## config.mk

```make
export PLATFORM = sky130hd
export DESIGN_NAME = differential_drive_odometry_unit
export DESIGN_NICKNAME = d
export VERILOG_FILES = /design/src/hw/rtl/ddo_pkg.sv /design/src/hw/rtl/differential_drive_odometry_unit.sv
export VERILOG_INCLUDE_DIRS = /design/src /design/src/hw/rtl
export SDC_FILE = /design/constraint.sdc
export NUM_CORES = 2
export LEC_CHECK = 0
export BUFFER_PORTS_ARGS = -buffer_cell sky130_fd_sc_hd__buf_2
export CORE_UTILIZATION = 28
export DETAILED_ROUTE_END_ITERATION = 10
export GPL_TIMING_DRIVEN = 0
export PLACE_DENSITY_LB_ADDON = 0.15
export SLEW_MARGIN = 0
export SYNTH_ARGS = -nofsm -noshare
export SYNTH_HDL_FRONTEND = slang
export SYNTH_SLANG_ARGS = --single-unit
```

## constraint.sdc

```tcl
create_clock -name clk -period 16.8 [get_ports clk]
set_input_delay 0.84 -clock clk [delete_from_list [all_inputs] [get_ports clk]]
set_output_delay 0.84 -clock clk [all_outputs]
set_load 0.05 [all_outputs]
```

## src/hw/rtl/differential_drive_odometry_unit_macros.svh

```systemverilog
// Assertion macros for the differential drive odometry unit.
// Used by differential_drive_odometry_unit.sv; expects clk and arst_n in scope.
`ifndef DIFFERENTIAL_DRIVE_ODOMETRY_UNIT_MACROS_SVH
`define DIFFERENTIAL_DRIVE_ODOMETRY_UNIT_MACROS_SVH
`ifndef NO_ASSERTIONS
`define DDO_ASSERT_IMP(lbl, ante, cons, msg) \
	lbl: assert property (@(posedge clk) disable iff (!arst_n) (ante) |-> (cons)) else $error(msg);
`define DDO_ASSERT_NXT(lbl, ante, cons, msg) \
	lbl: assert property (@(posedge clk) disable iff (!arst_n) (ante) |=> (cons)) else $error(msg);
`else
`define DDO_ASSERT_IMP(lbl, ante, cons, msg)
`define DDO_ASSERT_NXT(lbl, ante, cons, msg)
`endif
`endif

```

## src/hw/rtl/ddo_pkg.sv

```systemverilog
// Package for the differential drive odometry unit: widths, codes, CORDIC table.
// No dependencies.
package ddo_pkg;

	localparam int COUNT_WIDTH  = 16;
	localparam int CORDIC_STEPS = 24;
	localparam int CORDIC_N     = (CORDIC_STEPS < 32) ? CORDIC_STEPS : 32;
	localparam int IT_W         = 5;
	localparam int CFG_W        = 24;
	localparam int A_W          = COUNT_WIDTH + 25;
	localparam int LO_W         = 24;
	localparam int HI_W         = A_W - LO_W;
	localparam int MA_W         = (HI_W > LO_W) ? HI_W : LO_W;
	localparam int MB_W         = 32;
	localparam int ACC_W        = A_W + MB_W;
	localparam int CR_W         = 34;

	localparam int APB_ADDR_W = 4;
	localparam int IN_DATA_W  = 96;
	localparam int IN_USER_W  = 3;
	localparam int OUT_DATA_W = 160;

	localparam logic signed [CR_W-1:0] CORDIC_GAIN = 34'sd652032874;
	localparam logic signed [COUNT_WIDTH-1:0] CNT_MAX = {1'b0, {(COUNT_WIDTH-1){1'b1}}};
	localparam logic signed [COUNT_WIDTH-1:0] CNT_MIN = {1'b1, {(COUNT_WIDTH-1){1'b0}}};

	localparam logic [1:0] REG_LPC = 2'd0;
	localparam logic [1:0] REG_APC = 2'd1;
	localparam logic [1:0] REG_RS  = 2'd2;

	typedef enum logic [1:0] {MODE_RIGHT, MODE_LEFT, MODE_TICK, MODE_POSE} mode_t;
	typedef enum logic [2:0] {ST_IDLE, ST_MUL, ST_CINIT, ST_CORDIC, ST_FIN} state_t;
	typedef enum logic [2:0] {OP_P, OP_T, OP_X, OP_Y, OP_V, OP_W} op_t;
	typedef enum logic [1:0] {PH_LO, PH_HI, PH_COMMIT} ph_t;

	function automatic logic [29:0] atan_at(input logic [IT_W-1:0] i);
		unique case (i)
			5'd0:  return 30'h20000000;
			5'd1:  return 30'h12E4051E;
			5'd2:  return 30'h09FB385B;
			5'd3:  return 30'h051111D4;
			5'd4:  return 30'h028B0D43;
			5'd5:  return 30'h0145D7E1;
			5'd6:  return 30'h00A2F61E;
			5'd7:  return 30'h00517C55;
			5'd8:  return 30'h0028BE53;
			5'd9:  return 30'h00145F2F;
			5'd10: return 30'h000A2F98;
			5'd11: return 30'h000517CC;
			5'd12: return 30'h00028BE6;
			5'd13: return 30'h000145F3;
			5'd14: return 30'h0000A2FA;
			5'd15: return 30'h0000517D;
			5'd16: return 30'h000028BE;
			5'd17: return 30'h0000145F;
			5'd18: return 30'h00000A30;
			5'd19: return 30'h00000518;
			5'd20: return 30'h0000028C;
			5'd21: return 30'h00000146;
			5'd22: return 30'h000000A3;
			5'd23: return 30'h00000051;
			5'd24: return 30'h00000029;
			5'd25: return 30'h00000014;
			5'd26: return 30'h0000000A;
			5'd27: return 30'h00000005;
			5'd28: return 30'h00000003;
			5'd29: return 30'h00000001;
			5'd30: return 30'h00000001;
			default: return 30'h00000000;
		endcase
	endfunction

	function automatic logic [31:0] sat32(input logic [ACC_W-1:0] r, input logic neg);
		logic [31:0] n;
		n = ~r[31:0] + 32'd1;
		if (!neg) begin
			return (r > ACC_W'(32'h7FFFFFFF)) ? 32'h7FFFFFFF : r[31:0];
		end
		return (r > ACC_W'(33'h080000000)) ? 32'h80000000 : n;
	endfunction

	function automatic logic signed [COUNT_WIDTH-1:0] cnt_step(
		input logic signed [COUNT_WIDTH-1:0] c, input logic up);
		if (up) begin
			return (c == CNT_MAX) ? c : c + COUNT_WIDTH'(1);
		end
		return (c == CNT_MIN) ? c : c - COUNT_WIDTH'(1);
	endfunction

endpackage

```

## src/hw/rtl/differential_drive_odometry_unit.sv

```systemverilog
// Differential drive odometry with midpoint heading, one shared multiplier and CORDIC.
// Depends on ddo_pkg and differential_drive_odometry_unit_macros.svh.
//
// channel  dir  fields
// s_axis   in   tuser: mode, phase_b; tdata: new_x, new_y, new_heading
// m_axis   out  tdata: x_position, y_position, heading, linear_speed, angular_rate
// apb      cfg  length_per_count @0x0, angle_per_count @0x4, rate_scale @0x8
//
// Edge and set pose items go straight to finish. Control tick: six multiplies in
// low, high and commit steps on a 24x32 multiplier, plus one CORDIC iteration per cycle.
// One item in flight; s_axis_tready is low until the result is in the output register.
// The output register holds a result while m_axis_tready is low.
// Reset clears counts, pose and rates and loads register defaults.
`include "differential_drive_odometry_unit_macros.svh"
module differential_drive_odometry_unit (
	input  logic                            clk,
	input  logic                            arst_n,
	input  logic                            psel,
	input  logic                            penable,
	input  logic                            pwrite,
	input  logic [ddo_pkg::APB_ADDR_W-1:0]  paddr,
	input  logic [31:0]                     pwdata,
	output logic [31:0]                     prdata,
	output logic                            pready,
	input  logic                            s_axis_tvalid,
	output logic                            s_axis_tready,
	// [31:0] new_x, [63:32] new_y, [95:64] new_heading
	input  logic [ddo_pkg::IN_DATA_W-1:0]   s_axis_tdata,
	// [1:0] mode, [2] phase_b
	input  logic [ddo_pkg::IN_USER_W-1:0]   s_axis_tuser,
	output logic                            m_axis_tvalid,
	input  logic                            m_axis_tready,
	// [31:0] x_position, [63:32] y_position, [95:64] heading,
	// [127:96] linear_speed, [159:128] angular_rate
	output logic [ddo_pkg::OUT_DATA_W-1:0]  m_axis_tdata
);
	import ddo_pkg::*;

	logic [CFG_W-1:0] lpc_q, apc_q, rs_q;
	logic signed [COUNT_WIDTH-1:0] left_q, right_q;
	logic [31:0] pos_x_q, pos_y_q, head_q, speed_q, rate_q;
	state_t state_q, state_d;
	op_t op_q;
	ph_t ph_q;
	logic [IT_W-1:0] it_q;
	logic [ACC_W-1:0] acc_q;
	logic [A_W-1:0] p_mag_q, t_mag_q;
	logic p_neg_q, t_neg_q, flip_q;
	logic signed [CR_W-1:0] cx_q, cy_q, cz_q;
	logic [OUT_DATA_W-1:0] out_q;
	logic mvalid_q;

	logic in_xfer, cfg_wr, out_load, cordic_last;
	mode_t in_mode;
	logic signed [COUNT_WIDTH:0] sum_s, dif_s;
	logic [COUNT_WIDTH:0] s_mag, d_mag;
	logic signed [CR_W-1:0] cs_s, sn_s, xs, ys, at;
	logic [31:0] cs_mag, sn_mag, pr, dpos, mid, ang, ang2;
	logic dpos_neg;
	logic [A_W-1:0] a_op;
	logic [MB_W-1:0] b_op;
	logic [MA_W-1:0] ma;
	logic [MA_W+MB_W-1:0] pp;
	logic [A_W:0] t_s;

	assign pready        = 1'b1;
	assign cfg_wr        = psel & penable & pwrite & pready;
	assign s_axis_tready = (state_q == ST_IDLE);
	assign in_xfer       = s_axis_tvalid & s_axis_tready;
	assign in_mode       = mode_t'(s_axis_tuser[1:0]);
	assign m_axis_tvalid = mvalid_q;
	assign m_axis_tdata  = out_q;
	assign out_load      = (state_q == ST_FIN) && (!mvalid_q || m_axis_tready);
	assign cordic_last   = (it_q == IT_W'(CORDIC_N - 1));

	always_comb begin
		unique case (paddr[3:2])
			REG_LPC: prdata = {8'd0, lpc_q};
			REG_APC: prdata = {8'd0, apc_q};
			REG_RS:  prdata = {8'd0, rs_q};
			default: prdata = 32'd0;
		endcase
	end

	// operand magnitudes and signs
	assign sum_s  = {left_q[COUNT_WIDTH-1], left_q} + {right_q[COUNT_WIDTH-1], right_q};
	assign dif_s  = {right_q[COUNT_WIDTH-1], right_q} - {left_q[COUNT_WIDTH-1], left_q};
	assign s_mag  = sum_s[COUNT_WIDTH] ? (~sum_s + 1'b1) : sum_s;
	assign d_mag  = dif_s[COUNT_WIDTH] ? (~dif_s + 1'b1) : dif_s;
	assign cs_s   = flip_q ? -cx_q : cx_q;
	assign sn_s   = flip_q ? -cy_q : cy_q;
	assign cs_mag = cs_s[CR_W-1] ? 32'(-cs_s) : 32'(cs_s);
	assign sn_mag = sn_s[CR_W-1] ? 32'(-sn_s) : 32'(sn_s);

	always_comb begin
		unique case (op_q)
			OP_P: begin a_op = A_W'(s_mag); b_op = MB_W'(lpc_q); end
			OP_T: begin a_op = A_W'(d_mag); b_op = MB_W'(apc_q); end
			OP_X: begin a_op = p_mag_q; b_op = cs_mag; end
			OP_Y: begin a_op = p_mag_q; b_op = sn_mag; end
			OP_V: begin a_op = p_mag_q; b_op = MB_W'(rs_q); end
			default: begin a_op = t_mag_q; b_op = MB_W'(rs_q); end
		endcase
	end

	assign ma = (ph_q == PH_HI) ? MA_W'(a_op[A_W-1:LO_W]) : MA_W'(a_op[LO_W-1:0]);
	assign pp = ma * b_op;

	// position step: |P| * |trig| >> 39, sign applied, wraps
	assign pr       = acc_q[39 +: 32];
	assign dpos_neg = p_neg_q ^ ((op_q == OP_X) ? cs_s[CR_W-1] : sn_s[CR_W-1]);
	assign dpos     = dpos_neg ? (~pr + 32'd1) : pr;

	assign t_s  = t_neg_q ? (~{1'b0, t_mag_q} + 1'b1) : {1'b0, t_mag_q};
	assign mid  = head_q + t_s[32:1];
	assign ang  = mid + 32'h40000000;
	assign ang2 = ang[31] ? (mid + 32'h80000000) : mid;

	assign xs = cx_q >>> it_q;
	assign ys = cy_q >>> it_q;
	assign at = $signed({4'd0, atan_at(it_q)});

	always_comb begin
		state_d = state_q;
		unique case (state_q)
			ST_IDLE: begin
				if (in_xfer) begin
					state_d = (in_mode == MODE_TICK) ? ST_MUL : ST_FIN;
				end
			end
			ST_MUL: begin
				if (ph_q == PH_COMMIT && op_q == OP_T) begin
					state_d = ST_CINIT;
				end else if (ph_q == PH_COMMIT && op_q == OP_W) begin
					state_d = ST_FIN;
				end
			end
			ST_CINIT: state_d = ST_CORDIC;
			ST_CORDIC: begin
				if (cordic_last) begin
					state_d = ST_MUL;
				end
			end
			default: begin
				if (out_load) begin
					state_d = ST_IDLE;
				end
			end
		endcase
	end

	always_ff @(posedge clk or negedge arst_n) begin
		if (!arst_n) begin
			state_q  <= ST_IDLE;
			op_q     <= OP_P;
			ph_q     <= PH_LO;
			it_q     <= '0;
			lpc_q    <= 24'd65536;
			apc_q    <= 24'd65536;
			rs_q     <= 24'd6553600;
			left_q   <= '0;
			right_q  <= '0;
			pos_x_q  <= '0;
			pos_y_q  <= '0;
			head_q   <= '0;
			speed_q  <= '0;
			rate_q   <= '0;
			mvalid_q <= 1'b0;
		end else begin
			state_q <= state_d;
			if (cfg_wr) begin
				unique case (paddr[3:2])
					REG_LPC: lpc_q <= pwdata[CFG_W-1:0];
					REG_APC: apc_q <= pwdata[CFG_W-1:0];
					REG_RS:  rs_q  <= pwdata[CFG_W-1:0];
					default: ;
				endcase
			end
			if (out_load) begin
				mvalid_q <= 1'b1;
			end else if (m_axis_tready) begin
				mvalid_q <= 1'b0;
			end
			unique case (state_q)
				ST_IDLE: begin
					op_q <= OP_P;
					ph_q <= PH_LO;
					if (in_xfer) begin
						unique case (in_mode)
							MODE_RIGHT: right_q <= cnt_step(right_q, !s_axis_tuser[2]);
							MODE_LEFT:  left_q  <= cnt_step(left_q, s_axis_tuser[2]);
							MODE_TICK:  ;
							default: begin
								pos_x_q <= s_axis_tdata[31:0];
								pos_y_q <= s_axis_tdata[63:32];
								head_q  <= s_axis_tdata[95:64];
							end
						endcase
					end
				end
				ST_MUL: begin
					unique case (ph_q)
						PH_LO: ph_q <= PH_HI;
						PH_HI: ph_q <= PH_COMMIT;
						default: begin
							ph_q <= PH_LO;
							unique case (op_q)
								OP_P: op_q <= OP_T;
								OP_T: op_q <= OP_X;
								OP_X: begin
									op_q    <= OP_Y;
									pos_x_q <= pos_x_q + dpos;
								end
								OP_Y: begin
									op_q    <= OP_V;
									pos_y_q <= pos_y_q + dpos;
								end
								OP_V: begin
									op_q    <= OP_W;
									speed_q <= sat32(acc_q >> 25, p_neg_q);
								end
								default: begin
									op_q    <= OP_P;
									rate_q  <= sat32(acc_q >> 16, t_neg_q);
									head_q  <= head_q + t_s[31:0];
									left_q  <= '0;
									right_q <= '0;
								end
							endcase
						end
					endcase
				end
				ST_CINIT: it_q <= '0;
				ST_CORDIC: it_q <= it_q + IT_W'(1);
				default: ;
			endcase
		end
	end

	always_ff @(posedge clk) begin
		if (state_q == ST_MUL) begin
			if (ph_q == PH_LO) begin
				acc_q <= ACC_W'(pp);
			end else if (ph_q == PH_HI) begin
				acc_q <= acc_q + (ACC_W'(pp) << LO_W);
			end else if (op_q == OP_P) begin
				p_mag_q <= acc_q[A_W-1:0];
				p_neg_q <= sum_s[COUNT_WIDTH];
			end else if (op_q == OP_T) begin
				t_mag_q <= acc_q[A_W-1:0];
				t_neg_q <= dif_s[COUNT_WIDTH];
			end
		end
		if (state_q == ST_CINIT) begin
			flip_q <= ang[31];
			cx_q   <= CORDIC_GAIN;
			cy_q   <= '0;
			cz_q   <= {{(CR_W-32){ang2[31]}}, ang2};
		end
		if (state_q == ST_CORDIC) begin
			if (!cz_q[CR_W-1]) begin
				cx_q <= cx_q - ys;
				cy_q <= cy_q + xs;
				cz_q <= cz_q - at;
			end else begin
				cx_q <= cx_q + ys;
				cy_q <= cy_q - xs;
				cz_q <= cz_q + at;
			end
		end
		if (out_load) begin
			out_q <= {rate_q, speed_q, head_q, pos_y_q, pos_x_q};
		end
	end

	`DDO_ASSERT_NXT(a_cnt_clear, (state_q == ST_MUL) && (op_q == OP_W) && (ph_q == PH_COMMIT), (left_q == '0) && (right_q == '0), "counts not cleared after tick")
	`DDO_ASSERT_IMP(a_valid_src, $rose(mvalid_q), $past(state_q) == ST_FIN, "result raised outside finish")
	`DDO_ASSERT_IMP(a_cordic_it, state_q == ST_CORDIC, it_q <= IT_W'(CORDIC_N - 1), "CORDIC count overrun")
	`DDO_ASSERT_IMP(a_ph_rest, state_q != ST_MUL, ph_q == PH_LO, "multiply phase left mid-op")

endmodule
```

### Yosys cells after proc, flatten, opt, wreduce, memory -nomap -nowiden

Memories as Yosys holds them, arrays and structs flattened.
Cells that the tools add are included.

| storage, ports and cells | value |
|---|---|
| output and inout bits | 195 |
| register bits after elaboration | 698 |
| memories kept | 1 |
| bits of input ports | 142 |
| ROM bits | 960 |

| cells by class | value |
|---|---|
| equal/unequal tests | 34 |
| shift-type cells | 2 |
| bitwise gates (word level) | 15 |
| $mul | 1 |
| magnitude comparators | 4 |
| multiplexer cells | 95 |
| add/sub/neg operators | 30 |
| reductions and logical operators | 34 |

Memories:

| name | depth | bits a word | rd ports | clocked after memory_dff | write ports | line | text |
|---|---|---|---|---|---|---|---|
| (name not given) | 32 | 30 | 1 | 0 | 0 | ddo_pkg.sv:37 | `unique case (i)` |

Operators by type and width:

| kind | number |
|---|---|
| $mux W32 | 24 |
| $mux W34 | 11 |
| $mux W16 | 14 |
| $pmux W32 S2 | 3 |
| $add A32 B32 Y32 | 4 |
| $pmux W32 S4 | 1 |
| $pmux W41 S3 | 1 |
| $add A32 B1 Y32 const B | 3 |
| $not A32 Y32 | 3 |
| $add A73 B73 Y73 | 1 |
| $mux W73 | 1 |
| $pmux W24 S3 | 1 |
| $add A34 B34 Y34 | 2 |
| $neg A34 Y34 | 2 |
| $sshr A34 B5 Y34 | 2 |
| $sub A34 B34 Y34 | 2 |
| $eq A16 B16 Y1 const B | 4 |
| $neg A32 Y32 | 2 |
| $pmux W16 S2 | 2 |
| $gt A57 B31 Y1 const B | 1 |
| $gt A57 B32 Y1 const B | 1 |
| $mul A24 B32 Y56 | 1 |
| $mux W56 | 1 |
| $gt A48 B31 Y1 const B | 1 |
| 52 further kinds | 127 |

### Depth between registers and ports, before layout

| logic depth | value |
|---|---|
| word-level depth | 10 |
| depth in mapped cells | 55 |
| gate-level depth less buffers | 53 |

### Worst setup path after synthesis

No wires, ideal clock.

| timing path | value |
|---|---|
| path kind | register -> register |
| start | register left_q[0] |
| end | register acc_q[72], data pin |
| stages on the path, launching flop included | 54 |
| slack | 4.508 ns |
| arrival time | 12.026 ns |
| period minus slack after synthesis | 12.292 ns |
| data required time | 16.534 ns |
| cells stage by stage | dfrtp_1 -> ha_1 -> inv_1 -> fa_1 -> o21bai_1 -> a2111oi_0 -> o31ai_1 -> a2111oi_0 -> o41ai_1 -> o21a_1 -> clkbuf_1 -> a31oi_1 -> xor2_1 -> o21ai_0 -> a21oi_1 -> nor3_1 -> clkbuf_1 -> nand2_1 -> [18 not listed] -> a21o_1 -> a41oi_1 -> nor2_1 -> a21boi_0 -> xnor2_1 -> ha_1 -> a21oi_1 -> o21ai_0 -> a21oi_1 -> o21ai_0 -> or4b_2 -> nand2_1 -> o311ai_0 -> a31oi_1 -> o21bai_1 -> xor2_1 -> xnor2_1 -> nor2_1 |

| on the way | value |
|---|---|
| word-level cells in the longest chain between the ends | 9 |

Ends and longest elaborated chain:

| item | line | text |
|---|---|---|
| start, declared | differential_drive_odometry_unit.sv:40 | `logic signed [COUNT_WIDTH-1:0] left_q, right_q;` |
| start signal, assigned | differential_drive_odometry_unit.sv:191 | `MODE_LEFT: left_q <= cnt_step(left_q, s_axis_tuser[2]);` |
| $sub A16 B16 Y17 or $add A16 B16 Y17 (tied branches) | differential_drive_odometry_unit.sv:87, differential_drive_odometry_unit.sv:86 |  |
| $not A17 Y17, on equally long branches | differential_drive_odometry_unit.sv:89, differential_drive_odometry_unit.sv:88 |  |
| $add A17 B1 Y17, on equally long branches | differential_drive_odometry_unit.sv:89, differential_drive_odometry_unit.sv:88 |  |
| $mux W17, on equally long branches | differential_drive_odometry_unit.sv:89, differential_drive_odometry_unit.sv:88 |  |
| $pmux W41 S3 * | differential_drive_odometry_unit.sv:96 | `unique case (op_q)` |
| $mux W24 * | differential_drive_odometry_unit.sv:106 | `assign ma = (ph_q == PH_HI) ? MA_W'(a_op[A_W-1:LO_W]) : MA_W'(a_op[LO_W-1:0]);` |
| $mul A24 B32 Y56 * | differential_drive_odometry_unit.sv:107 | `assign pp = ma * b_op;` |
| $add A73 B73 Y73 * | differential_drive_odometry_unit.sv:245 | `acc_q <= acc_q + (ACC_W'(pp) << LO_W);` |
| $mux W73 * | differential_drive_odometry_unit.sv:244 | `end else if (ph_q == PH_HI) begin` |
| end signal, assigned | differential_drive_odometry_unit.sv:243 | `acc_q <= ACC_W'(pp);` |
| end signal, assigned | differential_drive_odometry_unit.sv:245 |  |
| end, declared | differential_drive_odometry_unit.sv:46 | `logic [ACC_W-1:0] acc_q;` |

Mark *: on every way between the ends. The rest lies on a longest branch, timed or not. The select of a mux whose other input is x is not followed.
A chain may end at the register's enable or synchronous reset.

### Worst setup path in the final report

| timing path | value |
|---|---|
| start | register flip_q |
| end | register acc_q[72], data pin |

| on the way | value |
|---|---|
| word-level cells in the longest chain between the ends | 7 |

Ends and longest elaborated chain:

| item | line | text |
|---|---|---|
| start, declared | differential_drive_odometry_unit.sv:48 | `logic p_neg_q, t_neg_q, flip_q;` |
| start signal, assigned | differential_drive_odometry_unit.sv:255 | `flip_q <= ang[31];` |
| $mux W34, on equally long branches | differential_drive_odometry_unit.sv:91, differential_drive_odometry_unit.sv:90 |  |
| $neg A32 Y32, on equally long branches | differential_drive_odometry_unit.sv:93, differential_drive_odometry_unit.sv:92 |  |
| $mux W32, on equally long branches | differential_drive_odometry_unit.sv:93, differential_drive_odometry_unit.sv:92 |  |
| $pmux W32 S4 * | differential_drive_odometry_unit.sv:96 |  |
| $mul A24 B32 Y56 * | differential_drive_odometry_unit.sv:107 |  |
| $add A73 B73 Y73 * | differential_drive_odometry_unit.sv:245 |  |
| $mux W73 * | differential_drive_odometry_unit.sv:244 |  |

Marked as above.

==> impl_results.md <==
* Post-CTS Setup Inserts at 0
* Die height at 542.8 um
* Post-synthesis compound-gate area fraction at 16.36%
* Most frequent cell after synthesis: nand2_1
* Fillers at 30760
* Worst hold path class: primary input to async pin
* CP Capture Type: flop
* Status: finished clean
* Synth unique cells at 113
* Post-synthesis mux area share at 5.354%
* Pin count of the biggest net entering global routing at 103
* Global placement routability congestion at 0.9535
* Initial drt markers at 6397
* Final hold violations at 0
* Detailed-route DRC error count at 0
* Synth Area in XOR/XNOR at 6.744%
* Sequential area share after synthesis at 23.90%
* Worst Tran Pin Value at 1.475 ns
* H-tree levels at 3
* Syn. warnings at 0
* Largest family of logic cells by synthesized area: adder cells
* Initial Util at 28.16%
* IO Pins at 337
* Worst setup SP type: flop
* Final worst path period share at 94.45%
* Initial antenna violation count at 22
* Clk_skew at 0.07457 ns
* Synth Cell Area at 81890 um2
* Yosys reg bits at 698
* Ys flop type: edfxtp_1
* RSZ-0062 raised after global routing: false
* WP data arrival at 16.43 ns
* Max-Cap Viols at 0
* CTS root buffer: clkbuf_16
* Top cells by area, synth: fa_1 (16%), edfxtp_1 (15%), dfrtp_1 (8.3%)
* CTS Buf Count at 97
* Peak Freq at 0.06302 GHz
* Synth Area in Adders at 24.60%
* Die ar. at 294600 um2
* Post-synth EDFFs at 420
* WP data required at 17.36 ns
* Worst path slowest cell: edfxtp_1
* Core area at 290800 um2
* Relative slew slack at 1.644%
* 1st-pass router iterations at 6
* Total number of vias at 73040
* Global Route Usage Sum at 24.19%
* First-pass GRT wire length at 521800 um
* Crit path largest cell delay at 0.73 ns
* Later-pin clock latency in the skew report at 0.84 ns
* Remaining Overflow, GRT at 0
* Drt via density at 5.298
* Detail Placement HPWL at 296700 um
* Area leader, netlist: fa_1
* Synthesized instance count at 9313
* Final #Nets at 11110
* Synth async-reset ratio at 39.83%
* Total Wirelength at 361800 um
* Clock buffer depth at 4
* Crit path max fanout at 10
* Syn-to-layout area delta at 12.90%
* Tmin final at 15.87 ns
* Crit-path most repeated cell: fa_1
* Syn Area/Cell at 8.793 um2
* Antenna-violating nets left at 0
* TritonCTS Sinks at 698
* FP Rows at 198
* Fin. max-slew vios at 0
* Top cell type's share of synthesized area at 16.38%
* CTS tree: yes
* Chip Width at 542.8 um
* CTS clk-pin slew, worst paths at 0.06 ns
* # setup viols final at 0
* PortBufs at 315
* Final core utilization at 31.79%
* CP Class: flop to flop
* Commonest cells post-synth: nand2_1 (1095), inv_1 (1022), nor2_1 (731)
* Setup_tns at 0 ns
* Wire per inst at 26.25 um
* Share of cells above drive strength 1 at 9.059%
* Number of global-route vias before repair at 72980
* Simple-gate share of the synthesized area at 15.87%
[critical path: cells and delay by family, from the launching register on]
family          cells  cell delay, ns
buf+inv            12            4.33
fa+ha+maj           9            4.25
compound gates     11            3.53
simple gates       11            1.95
xor+xnor            5            0.81
flops               1            0.73
[layout by cell type, fill, tap and decap left out, types with 36 or more instances in the layout]
cell	n
ha_1	537
o31ai_1	114
inv_1	1021
nand4_1	58
a211oi_1	74
mux2_2	100
fa_1	670
nor4_1	36
o21a_1	63
or3_1	60
and3_1	61
o21ai_0	578
a21o_1	175
edfxtp_1	420
nor2b_1	110
and2_1	109
a21oi_1	581
nand2b_1	149
dfrtp_1	273
xor2_1	249
xnor2_1	376
nand2_1	1095
clkbuf_1	383
buf_2	373
mux4_2	85
nor2_1	724
diode_2	50
mux2i_1	131
nor3_1	122
clkbuf_16	98
buf_1	41
o21bai_1	62
a31oi_1	71
nand3_1	142
[kinds of logic (layout without fill, tap and decap cells)]
logic type,count (synthesis),count (layout)
simple gates,2822,2822
compound gates,2116,2116
buf+inv,1521,2036
fa+ha+maj,1208,1208
flops,698,698
xor+xnor,628,628
mux,318,318
other cells,2,59
[repair_timing]
item | 4_1_cts | 5_1_grt
endpoints found under the setup margin | 0 | 2
gates resized for setup | 0 | 2
hold buffers | 0 | 0
[path summary, 6_finish.rpt]
path / slack (ns) / cells past startpoint / from / endpoint
worst max-delay path: 0.93 / 48 / flip_q$_DFFE_PP_ / acc_q[72]$_SDFFCE_PP0P_
worst min-delay path: 0.08 / 1 / arst_n / pos_x_q[18]$_DFFE_PN0P_
worst max register to register: 0.93 / 48 / flip_q$_DFFE_PP_ / acc_q[72]$_SDFFCE_PP0P_
worst min register to register: 0.45 / 0 / speed_q[28]$_DFFE_PN0P_ / m_axis_tdata[124]$_DFFE_PP_
max in group asynchronous: 15.48 / 2 / arst_n / apc_q[19]$_DFFE_PN0P_
min in group clk: 0.27 / 3 / pwdata[21] / rs_q[21]$_DFFE_PN1P_
[through the flow]
step	cell area (um2)	setup WS, ns	hold WS (ns)	instances
global placement	88380	0.5136	0.4330	13540
detailed placement	88980	0.8658	0.4385	13560
floorplan	81920	4.508	0.4215	9320
CTS	92310	0.8444	0.05207	13740
finish	92460	0.9332	0.07827	13790
global route	92440	0.03531	0.1209	13780
[layer usage]
metal | track usage (%) | routed length, um | vias to the layer above
met2 | 39.14 | 166200 | 2615
met3 | 3.282 | 22720 | 501
met5 | 0 | 0 | -
li1 | - | - | 32850
met1 | 32.67 | 158800 | 37070
met4 | 8.965 | 14140 | 0
[layout make-up]
cell class	instances	area (um2)	area share (%)
repair buffers	343	2039	2.206
clock buffers	126	2698	2.918
multi-input cells	7101	56630	61.25
well taps	3900	4880	5.278
diodes	50	125.1	0.1353
inverters	1028	3864	4.179
clock inverters	46	638.1	0.6901
plain buffers	493	2011	2.175
flip-flops and latches	698	19580	21.17
[state kept, by name, indices dropped and copies added (netlist names), 34 cells and up]
name and flops:
cz_q 34, cy_q 34, cx_q 34, m_axis_tdata 160, p_mag_q 41, t_mag_q 41
acc_q 73
Power is left out: the tool's default activity adds up to more than one toggle a clock period on the data nets, which glitch-free logic cannot reach.
